$ cat config.mk
export PLATFORM = sky130hd
export DESIGN_NAME = tsgr_cmd_fifo
export DESIGN_NICKNAME = d
export VERILOG_FILES = /design/src/hdl/tsgr_pkg.sv /design/src/hdl/tsgr_cmd_fifo.sv
export SDC_FILE = /design/constraint.sdc
export NUM_CORES = 1
export LEC_CHECK = 0
export ABC_AREA = 1
export BUFFER_PORTS_ARGS = -buffer_cell sky130_fd_sc_hd__buf_2
export CAP_MARGIN = 20
export CORE_AREA = 5 5 179 95
export DETAILED_ROUTE_END_ITERATION = 10
export DIE_AREA = 0 0 184 100
export GPL_ROUTABILITY_DRIVEN = 0
export PLACE_DENSITY = 0.75
export SLEW_MARGIN = 20
export SYNTH_ARGS = -nofsm -noshare
export SYNTH_HDL_FRONTEND = slang
export SYNTH_SLANG_ARGS = --single-unit
$ cat constraint.sdc
create_clock -name clk -period 2.82 [get_ports clk]
set_input_delay 0.564 -clock clk [delete_from_list [all_inputs] [get_ports clk]]
set_output_delay 0.564 -clock clk [all_outputs]
set_load 0.005 [all_outputs]
$ cat src/hdl/tsgr_pkg.sv
// ----------------------------------------------------------------------------
// tsgr_pkg: shared definitions for the two-stage grid router
// Grid geometry, FIFO sizing, request codes, item structs and back-end states.
// ----------------------------------------------------------------------------
package tsgr_pkg;

    // Grid geometry. ROWS, GROUP_SIZE and FIFO_DEPTH are powers of two, so key
    // routing and FIFO pointer wrap reduce to bit slices.
    localparam int ROWS       = 4;
    localparam int GROUP_SIZE = 8;
    localparam int FIFO_DEPTH = 16;
    localparam int NCORES     = ROWS * GROUP_SIZE;
    localparam int NSTAGES    = 3;

    // Field widths
    localparam int CORE_W = 5;
    localparam int KEY_W  = 20;
    localparam int PAY_W  = 20;
    localparam int PKT_W  = KEY_W + PAY_W;

    // Derived widths
    localparam int GRP_W   = $clog2(GROUP_SIZE);
    localparam int ROW_W   = $clog2(ROWS);
    localparam int QIDX_W  = GRP_W + ROW_W;
    localparam int PTR_W   = $clog2(FIFO_DEPTH);
    localparam int CNT_W   = $clog2(FIFO_DEPTH + 1);
    localparam int ADDR_W  = QIDX_W + PTR_W;
    localparam int MEM_DEPTH = NCORES * FIFO_DEPTH;
    localparam int TOT_W   = $clog2(NSTAGES * NCORES * FIFO_DEPTH + 1);
    localparam int DCNT_W  = $clog2(NCORES + 1);

    // Command queue between front and back
    localparam int CQ_DEPTH = 4;
    localparam int CQ_PTR_W = $clog2(CQ_DEPTH);
    localparam int CQ_CNT_W = $clog2(CQ_DEPTH + 1);

    // Request codes
    localparam logic REQ_INJECT = 1'b0;
    localparam logic REQ_TICK   = 1'b1;

    // FIFO stage codes
    typedef logic [1:0] stage_t;
    localparam stage_t STG_INPUT = 2'd0;
    localparam stage_t STG_ROW   = 2'd1;
    localparam stage_t STG_COL   = 2'd2;

    // Classified command handed from front to back
    typedef struct packed {
        logic              is_tick;
        logic [QIDX_W-1:0] core;
        logic [KEY_W-1:0]  key;
        logic [PAY_W-1:0]  payload;
    } cmd_t;

    // Result item held in the output register
    typedef struct packed {
        logic              delivered;
        logic [CORE_W-1:0] out_core;
        logic [KEY_W-1:0]  out_key;
        logic [PAY_W-1:0]  out_payload;
        logic              fabric_empty;
        logic              overflow_seen;
        logic              last;
    } result_t;

    // Back-end sequencer states
    typedef enum logic [2:0] {
        B_IDLE,
        B_INJ,
        B_SNAP,
        B_RD,
        B_WR,
        B_EMIT,
        B_NONE
    } back_state_t;

endpackage

$ cat src/hdl/tsgr_cmd_fifo.sv
// ----------------------------------------------------------------------------
// tsgr_cmd_fifo: command queue between front and back
// Small flop-based FIFO of classified commands.
// ----------------------------------------------------------------------------
module tsgr_cmd_fifo (
    input  logic            clk,
    input  logic            rst_n,
    input  logic            push,
    input  tsgr_pkg::cmd_t  push_cmd,
    output logic            full,
    input  logic            pop,
    output tsgr_pkg::cmd_t  head,
    output logic            empty
);
    import tsgr_pkg::*;

    cmd_t                mem_reg [0:CQ_DEPTH-1];
    logic [CQ_PTR_W-1:0] wp_reg, wp_next;
    logic [CQ_PTR_W-1:0] rp_reg, rp_next;
    logic [CQ_CNT_W-1:0] cnt_reg, cnt_next;
    logic                do_push;
    logic                do_pop;

    assign full    = (cnt_reg == CQ_CNT_W'(CQ_DEPTH));
    assign empty   = (cnt_reg == '0);
    assign do_push = push && !full;
    assign do_pop  = pop && !empty;
    assign head    = mem_reg[rp_reg];

    // pointer and occupancy update
    always_comb
    begin
        wp_next  = do_push ? wp_reg + 1'b1 : wp_reg;
        rp_next  = do_pop ? rp_reg + 1'b1 : rp_reg;
        cnt_next = cnt_reg;
        if (do_push && !do_pop)
        begin
            cnt_next = cnt_reg + 1'b1;
        end
        else if (do_pop && !do_push)
        begin
            cnt_next = cnt_reg - 1'b1;
        end
    end

    always_ff @(posedge clk or negedge rst_n)
    begin
        if (!rst_n)
        begin
            wp_reg  <= '0;
            rp_reg  <= '0;
            cnt_reg <= '0;
        end
        else
        begin
            wp_reg  <= wp_next;
            rp_reg  <= rp_next;
            cnt_reg <= cnt_next;
        end
    end

    // storage
    always_ff @(posedge clk)
    begin
        if (do_push)
        begin
            mem_reg[wp_reg] <= push_cmd;
        end
    end
endmodule

==> results of run 1 <==
-- power by group through the flow --
stage	registers, W	clock network, W	logic (W)
CTS	0.00389	0.00231	0.00308
detailed placement	0.00395	0	0.00306
floorplan	0.00394	0	0.00199
global placement	0.00392	0	0.00295
global route	0.00393	0.00245	0.00340
finish	0.00389	0.00227	0.00302
-- routing by layer --
layer	GRT usage	routed length, um	share of wire	vias to the layer above
met2	0.266	6880	0.45	145
met1	0.234	7090	0.46	2212
met4	0.0386	126	0.0082	4
met3	0.0550	1170	0.076	18
li1	-	-	-	2265
met5	0	23	0.0015	-
-- stage by stage --
step	instance area, um2	hold WS [ns]
after floorplan	7770	0.268
after global placement	8450	0.403
after detailed placement	8450	0.411
after CTS	9030	0.341
after global routing	9030	0.344
final	9030	0.357
-- worst max path at each step --
| stage | to | slack (ns) | depth (start not counted) | from |
|---|---|---|---|---|
| floorplan | mem_reg[0][0]$_DFFE_PP_ | -0.29 | 4 | cnt_reg[0]$_DFFE_PN0P_ |
| global placement | cnt_reg[1]$_DFFE_PN0P_ | 0.73 | 8 | push |
| detailed placement | cnt_reg[1]$_DFFE_PN0P_ | 0.66 | 9 | cnt_reg[1]$_DFFE_PN0P_ |
| CTS | head[34] | 0.28 | 6 | rp_reg[0]$_DFFE_PN0P_ |
| global route | head[32] | 0.15 | 6 | rp_reg[0]$_DFFE_PN0P_ |
| finish | head[34] | 0.28 | 6 | rp_reg[0]$_DFFE_PN0P_ |
-- cell type report --
| type | instances | area, um2 | area share |
|---|---|---|---|
| Clock buffer | 17 | 425 | 0.0471 |
| Clock inverter | 15 | 151 | 0.0168 |
| Inverter | 109 | 412 | 0.0456 |
| Multi-Input combinational cell | 268 | 1460 | 0.162 |
| Sequential cell | 191 | 5700 | 0.631 |
| Tap cell | 204 | 255 | 0.0283 |
| Timing Repair Buffer | 109 | 628 | 0.0695 |
-- what timing repair did --
action,CTS,global route
hold buffers,1,0
setup endpoints to repair,0,0
hold endpoints to repair,7,0
-- Yosys cell counts --
master,count
clkbuf_1,7
inv_2,2
nand4_1,1
nand2_1,156
fa_1,1
buf_2,6
nor2_1,4
nand3_1,7
ha_1,5
o21ai_0,1
inv_1,107
buf_6,14
o211ai_1,92
dfrtp_1,7
buf_4,3
xnor2_1,1
edfxtp_1,184
-- cell families (layout without fill, tap and decap cells) --
family	Yosys count	count (layout)
buffers and inverters	139	250
xor gates and xnor gates	1	1
adders and majority gates	6	6
DFF	191	191
AOI/OAI and AO/OA	93	93
and+or+nand+nor	168	168
==> flow_summary.ini, run 1 <==
[critical_path]
depth_of_the_most_critical_reg_to_reg_path = 9
critical_path.slowest_cell = dfrtp_1
critical_path_required_ns = 2.26
worst_path_largest_cell_delay_ns = 0.43
critical_path.max_fanout = 96
worst_path_dominant_cell_family = buffers and inverters
r2r-end = cnt_reg[1]$_DFFE_PN0P_
cp.arrival_ns = 1.97
timing.rr.start = cnt_reg[1]$_DFFE_PN0P_
path_common_cell = nand2_1
critPathKind = reg -> out
timing.reg2reg.setup_slack_ns = 0.66
cp-start-kind = flop
timing.critical_path.cells = inv_4 > buf_12 > nand2_1 > o211ai_1 > nand2_1 > buf_2
crit_path_end_kind = primary output
cp.buffers_inverters = 3

[route]
drt_wl_total_um = 15300
drcViolationCount = 0
dr.pass1.iters = 4
vias = 4644
detail_route.wl_per_cell_um = 16.7
post_drt_via_cell_ratio = 5.09
postRouteAntennaNets = 0
initialDrtViolationCount = 380

[final_layout]
area_growth_syn_to_layout_pct = 16.2
most_frequent_cells_in_the_layout = edfxtp_1, nand2_1, inv_1
stdcell_count = 913
drive_above_1_share = 0.205
layout_fillers = 1157
final_common_cell = edfxtp_1
insertedDiodeCount = 0
final_core_utilization = 0.597
largest_register_ff_count = 184
nNetsFinal = 752

[yosys]
post_syn_area_per_cell_um2 = 13.0
syn_nets = 654
yosys_warnings = 0
synth-simple-area-share = 0.0826
synth_xor_area_frac = 0.00113
complex_gate_fraction_of_the_synthesized_area = 0.0895
post-synth-top-area-fraction = 0.711
netlist_instances = 598
synth-seq-cells = 191
cell_types_with_the_largest_area_share_after_synthesis = edfxtp_1, o211ai_1, nand2_1, inv_1, dfrtp_1
post_synth_adder_cell_area = 0.0106
synth_top_family_by_area = compound AO/OA/AOI/OAI gates
ys_seq_area_frac = 0.733
synth.cell_area_um2 = 7770
synth.largest_area_cell = edfxtp_1
synth.mux.area_fraction = 0
ys_types = 17

[placed_design]
post-dp-hpwl_um = 9770
dp.cells = 880
i_o_buffers = 97
place_worst_setup_slack_ns = 0.662

[timing]
setup_viol = 0
setup_ws_ns = 0.281
fin_tns_setup_ns = 0
fin_skew_ns = 0.0109
hold_violations = 0
worst_pin_slew_ns = 0.615
max_slew_margin = 0.590
fmaxAchievable_ghz = 0.394
finalCritPeriodShare = 0.900
min_period_ns = 2.54
grt_setup_unrepaired = false
final_max_slew_viol_count = 0

[global_routing]
grt_antenna_before_repair = 3
largest_net_degree_at_the_start_of_global_routing = 97
grt_first_pass_wirelength_um = 24000
first_global_vias = 4776
global_route.usage.total = 0.170
grt_overflow_total = 0

[die]
io_pins = 98
placement_rows = 32
width_of_the_die_um = 184
die_area_um2 = 18400
die-height_um = 100
floorplan.core_area_um2 = 15100
start_util = 0.514

[clocking]
clk_root_buffer_cell = clkbuf_16
worstSkewPairLatency_ns = 0.42
cts_inserted_buffers = 17
clkSlewWorstSetupHoldPaths_ns = 0.08
clock_sink_count = 191
postCtsSetupBuffers = 0
htree_levels = 4
ctsResizeCount = 0
tritoncts = yes
clockBufferDepth = 2

[power]
swShare = 0.350
power_report.internal_total_w = 0.00596
power_switching_w = 0.00321
p_leak_nw = 3.71
fin_total_pwr_w = 0.00917
p_seq_frac = 0.424
power_frac_comb = 0.329
cellPowerDensity_nw_per_um2 = 1020
ir_worst_vdd_mv = 0.602
power_frac_clock = 0.247

[run_status]
status = complete, no violations

[worst_hold_path]
worst_hold_launch = push_cmd[32]
min_delay_path_depth = 1
hold-path-endpoint = mem_reg[1][32]$_DFFE_PP_
hold_path.class = in -> reg

[job]
max_cap_violations = 0
Note: power is estimated with default switching activity, not from simulation.
==> run 2: changes to the inputs <==
ABC_AREA = unset   (was 1)
CORE_AREA = 5 5 164 87   (was 5 5 179 95)
DIE_AREA = 0 0 169 92   (was 0 0 184 100)
HOLD_SLACK_MARGIN = 0.1   (was unset)
PLACE_DENSITY = 0.78   (was 0.75)
clock period = 2.72 ns   (was 2.82 ns; I/O delays follow)
==> run 2 against run 1 <==
Utilization up 7.4 points; global-route usage down 0.22 points; setup slack worse by 0.13 ns; first-iteration DRC count down 46%; die area down 16%; clock skew down 0.0049 ns; flip-flop and latch count unchanged; routed wire length down 21%; via count down 33%; clock power up 8.8%; non-clock buffer count down 3.
==> flow_summary.ini, run 2 <==
[yosys]
synth_top_family_by_area = multiplexers
netlist_instances = 276
synth.cell_area_um2 = 7050
synthMostInstantiatedCell = edfxtp_1
post_synth_adder_cell_area = 0.0117
post_syn_area_per_cell_um2 = 25.5
synth_async_reset_ratio = 0.0366
postSynth.topFlopCell = edfxtp_1
cell_types_with_the_largest_area_share_after_synthesis = edfxtp_1, mux4_2, dfrtp_1, ha_1, xnor2_1
synth-simple-area-share = 0.00887
complex_gate_fraction_of_the_synthesized_area = 0
syn_nets = 332
synthTopCellsByCount = edfxtp_1, mux4_2, dfrtp_1, buf_2, ha_1
ys_types = 20
synth.mux.area_fraction = 0.150
synth-seq-cells = 191
yosys_warnings = 0
synth_enable_flop_cells = 184
post-synth-top-area-fraction = 0.784
ys_seq_area_frac = 0.809
synth.largest_area_cell = edfxtp_1
synth_xor_area_frac = 0.00745

[timing]
setup_ws_ns = 0.154
max_slew_margin = 0.519
fin_tns_setup_ns = 0
grt_setup_unrepaired = false
fin_skew_ns = 0.00596
worst_pin_slew_ns = 0.722
min_period_ns = 2.57
final_max_slew_viol_count = 0
fmaxAchievable_ghz = 0.390
hold_violations = 0
finalCritPeriodShare = 0.943
setup_viol = 0
final.hold.worst_slack_ns = 0.341

[final_layout]
largest_register_ff_count = 184
final_cell_area_um2 = 8390
final_common_cell = edfxtp_1
final_core_utilization = 0.671
drive_above_1_share = 0.469
most_frequent_cells_in_the_layout = edfxtp_1, buf_2, mux4_2
nNetsFinal = 446
layout_fillers = 785
insertedDiodeCount = 0
area_growth_syn_to_layout_pct = 19.1

[placed_design]
post-dp-hpwl_um = 7600
place_worst_setup_slack_ns = 0.456
i_o_buffers = 97
place_area_um2 = 7790

[power]
p_leak_nw = 2.91
cellPowerDensity_nw_per_um2 = 1080
ir_worst_vdd_mv = 0.494

[critical_path]
cp.arrival_ns = 2.02
critical_path_required_ns = 2.18
crit_path_end_kind = primary output
cp-start-kind = flop
critical_path.max_fanout = 26
critPathKind = reg -> out

[route]
vias = 3128
initialDrtViolationCount = 207
postRouteAntennaNets = 0
post_drt_via_cell_ratio = 5.46
drt_wl_total_um = 12100
dr.pass1.iters = 4
drcViolationCount = 0
detail_route.wl_per_cell_um = 21.1

[global_routing]
grt_antenna_before_repair = 1
grt_first_pass_wirelength_um = 19500
global_route.usage.total = 0.167
largest_net_degree_at_the_start_of_global_routing = 47
grt_overflow_total = 0
first_global_vias = 3590

[die]
start_util = 0.563
die_area_um2 = 15500
width_of_the_die_um = 169
io_pins = 98
placement_rows = 29
die-height_um = 92
floorplan.core_area_um2 = 12500

[job]
max_cap_violations = 0

[run_status]
status = complete, no violations

[clocking]
clockBufferDepth = 2
postCtsSetupBuffers = 0
cts-hold-fix-buffers = 1
worstSkewPairLatency_ns = 0.42
clkSlewWorstSetupHoldPaths_ns = 0.07
htree_levels = 4
ctsResizeCount = 0
tritoncts = yes
clk_root_buffer_cell = clkbuf_16
clock_sink_count = 191
cts_inserted_buffers = 17

[worst_hold_path]
hold_path.class = in -> reg
## run 2: per-layer routing
layer,up-vias,GRT usage,share of wire
li1,1393,-,-
met1,1667,0.206,0.40
met2,60,0.297,0.55
met3,6,0.0498,0.048
met4,2,0.0402,0.0040
met5,-,0,0.0011
## run 2: final timing paths
check / start / slack [ns] / depth (start not counted) / endpoint
hold reg to reg: cnt_reg[2]$_DFFE_PN0P_ / 0.48 / 1 / cnt_reg[2]$_DFFE_PN0P_
max in group asynchronous: rst_n / 2.05 / 2 / rp_reg[0]$_DFFE_PN0P_
setup / recovery: rp_reg[1]$_DFFE_PN0P_ / 0.15 / 3 / head[39]
setup reg to reg: cnt_reg[0]$_DFFE_PN0P_ / 0.55 / 8 / cnt_reg[2]$_DFFE_PN0P_
hold / removal: push_cmd[22] / 0.34 / 1 / mem_reg[0][22]$_DFFE_PP_
min in group asynchronous: rst_n / 0.49 / 2 / cnt_reg[2]$_DFFE_PN0P_
## run 2: power by group
part | internal (W) | switching (W) | leakage [nW]
clock network | 0.00145 | 0.00103 | 0.281
registers | 0.00390 | 0.000274 | 1.77
logic | 0.00127 | 0.00112 | 0.861
## run 2: kinds of logic (layout without fill, tap and decap cells)
family / count (synthesis) / after routing
flops: 191 / 191
mux: 48 / 48
buf+inv: 15 / 142
simple gates: 10 / 10
fa+ha+maj: 6 / 6
xor+xnor: 6 / 6
## run 2: layout make-up
class / instances / area (um2) / share of cell area
clock inverter: 13 / 161 / 0.0192
sequential: 191 / 5710 / 0.680
tap: 170 / 213 / 0.0253
clock buffer: 19 / 433 / 0.0516
multi-input combinational: 70 / 1260 / 0.150
timing repair buffer: 106 / 606 / 0.0721
inverter: 4 / 15.0 / 0.00179
## run 2: stage by stage
stage / power, W / std cells
final: 0.00904 / 573
after global routing: 0.00951 / 573
after CTS: 0.00919 / 573
after detailed placement: 0.00670 / 540
after global placement: 0.00658 / 540
after floorplan: 0.00570 / 276
## run 2: worst max-delay path, stage by stage (launching register included)
cell,delay [ns]
dfrtp_2,0.84
buf_12,0.27
mux4_2,0.33
buf_2,0.15
==> run 3: changes to the inputs <==
==> constraint.sdc (replaced) <==
create_clock -name clk -period 2.72 [get_ports clk]
set_input_delay 0.136 -clock clk [delete_from_list [all_inputs] [get_ports clk]]
set_output_delay 0.136 -clock clk [all_outputs]
set_load 0.005 [all_outputs]
==> run 3 against run 2 <==
Clock power shrank 8.9%; first-iteration DRC count shrank 8.2%; flip-flop and latch count is the same; maximum frequency grew 9.7%; critical endpoint is now head[1]; largest power group unchanged.
==> flow_summary.ini, run 3 (same netlist as run 2, synthesis figures left out) <==
[power]
p_leak_nw = 3.09
ir_worst_vdd_mv = 0.515
cellPowerDensity_nw_per_um2 = 1010

[final_layout]
nNetsFinal = 496
layout_fillers = 758
register_area_um2 = 5710
largest_register_ff_count = 184
insertedDiodeCount = 0
area_growth_syn_to_layout_pct = 24.9
multi_input_comb_area_um2 = 1260
stdcell_count = 623
drive_above_1_share = 0.422
most_frequent_cells_in_the_layout = edfxtp_1, buf_2, dlygate4sd3_1
final_common_cell = edfxtp_1

[timing]
fin_tns_setup_ns = 0
worst_pin_slew_ns = 0.672
fmaxAchievable_ghz = 0.428
grt_setup_unrepaired = false
setup_viol = 0
max_slew_margin = 0.552
finalCritPeriodShare = 0.860
final_max_slew_viol_count = 0
fin_skew_ns = 0.00680
hold_violations = 0
min_period_ns = 2.34

[global_routing]
grt_antenna_before_repair = 0
global_route.usage.total = 0.169
grt_first_pass_wirelength_um = 19800
largest_net_degree_at_the_start_of_global_routing = 28
first_global_vias = 3757
grt_overflow_total = 0

[route]
postRouteAntennaNets = 0
initialDrtViolationCount = 190
drt_wl_total_um = 12400
detail_route.wl_per_cell_um = 20.0
drcViolationCount = 0
post_drt_via_cell_ratio = 5.30
vias = 3303
dr.pass1.iters = 4

[critical_path]
cp.arrival_ns = 2.20
critical_path.max_fanout = 27
crit_path_end_kind = primary output
critPathKind = reg -> out
cp-start-kind = flop
critical_path_required_ns = 2.58

[clocking]
clkSlewWorstSetupHoldPaths_ns = 0.07
cts_inserted_buffers = 17
tritoncts = yes
ctsResizeCount = 0
htree_levels = 4
postCtsSetupBuffers = 0
worstSkewPairLatency_ns = 0.41
clockBufferDepth = 2
clk_root_buffer_cell = clkbuf_16
clock_sink_count = 191

[placed_design]
dp.cells = 542
i_o_buffers = 97
post-dp-hpwl_um = 7890

[run_status]
status = complete, no violations

[die]
width_of_the_die_um = 169
io_pins = 98
floorplan.core_area_um2 = 12500
die_area_um2 = 15500
placement_rows = 29
start_util = 0.563
die-height_um = 92

[worst_hold_path]
hold_path.class = in -> reg

[job]
max_cap_violations = 0
-- run 3: cell count changes in the layout (fill, tap and decap cells not counted) --
cell / previous run / this run
dlygate4sd3_1: 1 / 49
inv_6: 2 / 5
buf_4: 4 / 8
clkinvlp_4: 3 / 2
bufinv_16: 3 / 0
buf_12: 4 / 2
clkinv_4: 2 / 1
inv_8: 0 / 2
-- run 3: critical path: stages (launching register included) --
cell     delay (ns)
dfrtp_4        0.77
buf_12         0.29
mux4_2         0.55
buf_2          0.15
-- run 3: path summary, 6_finish.rpt --
path                                         from                     end  slack (ns)  cells after the start
max                         rp_reg[0]$_DFFE_PN0P_                 head[1]        0.38                      3
min                                          push   wp_reg[0]$_DFFE_PN0P_        0.21                      3
max reg2reg                cnt_reg[2]$_DFFE_PN0P_  cnt_reg[2]$_DFFE_PN0P_        0.51                      8
min reg2reg                cnt_reg[2]$_DFFE_PN0P_  cnt_reg[2]$_DFFE_PN0P_        0.50                      1
max in group asynchronous                   rst_n   rp_reg[0]$_DFFE_PN0P_        1.80                      3
min in group asynchronous                   rst_n  cnt_reg[1]$_DFFE_PN0P_        0.66                      3
-- run 3: power breakdown --
group          total, W  internal (W)  switching (W)
sequential      0.00426       0.00390       0.000359
clock           0.00225       0.00119        0.00106
combinational   0.00235       0.00129        0.00105
-- run 3: metal layers --
metal / GRT usage / up-vias / routed length (um)
li1: - / 1489 / -
met5: 0 / - / 0
met1: 0.214 / 1737 / 5120
met4: 0.0482 / 0 / 108
met2: 0.296 / 68 / 6750
met3: 0.0421 / 9 / 455
-- run 3: area by class of cell --
| class | instances | share of cell area |
|---|---|---|
| clock buffer | 19 | 0.0492 |
| clock inverter | 13 | 0.0118 |
| tap | 170 | 0.0242 |
| timing repair buffer | 156 | 0.122 |
| inverter | 4 | 0.00170 |
| sequential | 191 | 0.648 |
| multi-input combinational | 70 | 0.143 |
-- run 3: through the flow --
step / hold WS (ns) / setup slack [ns] / utilization / power (W) / area, um2
after floorplan: -0.160 / 0.397 / - / 0.00570 / 7050
after global placement: -0.0315 / 0.679 / 0.621 / 0.00655 / 7780
after detailed placement: -0.0266 / 0.485 / 0.621 / 0.00668 / 7780
after CTS: 0.208 / 0.319 / 0.704 / 0.00899 / 8810
after global routing: 0.215 / 0.211 / 0.704 / 0.00933 / 8810
final: 0.212 / 0.381 / 0.704 / 0.00885 / 8810
-- run 3: timing repair --
item                       4_1_cts  5_1_grt
setup endpoints to repair        0        0
hold buffers                    49        0
hold endpoints to repair       193        0
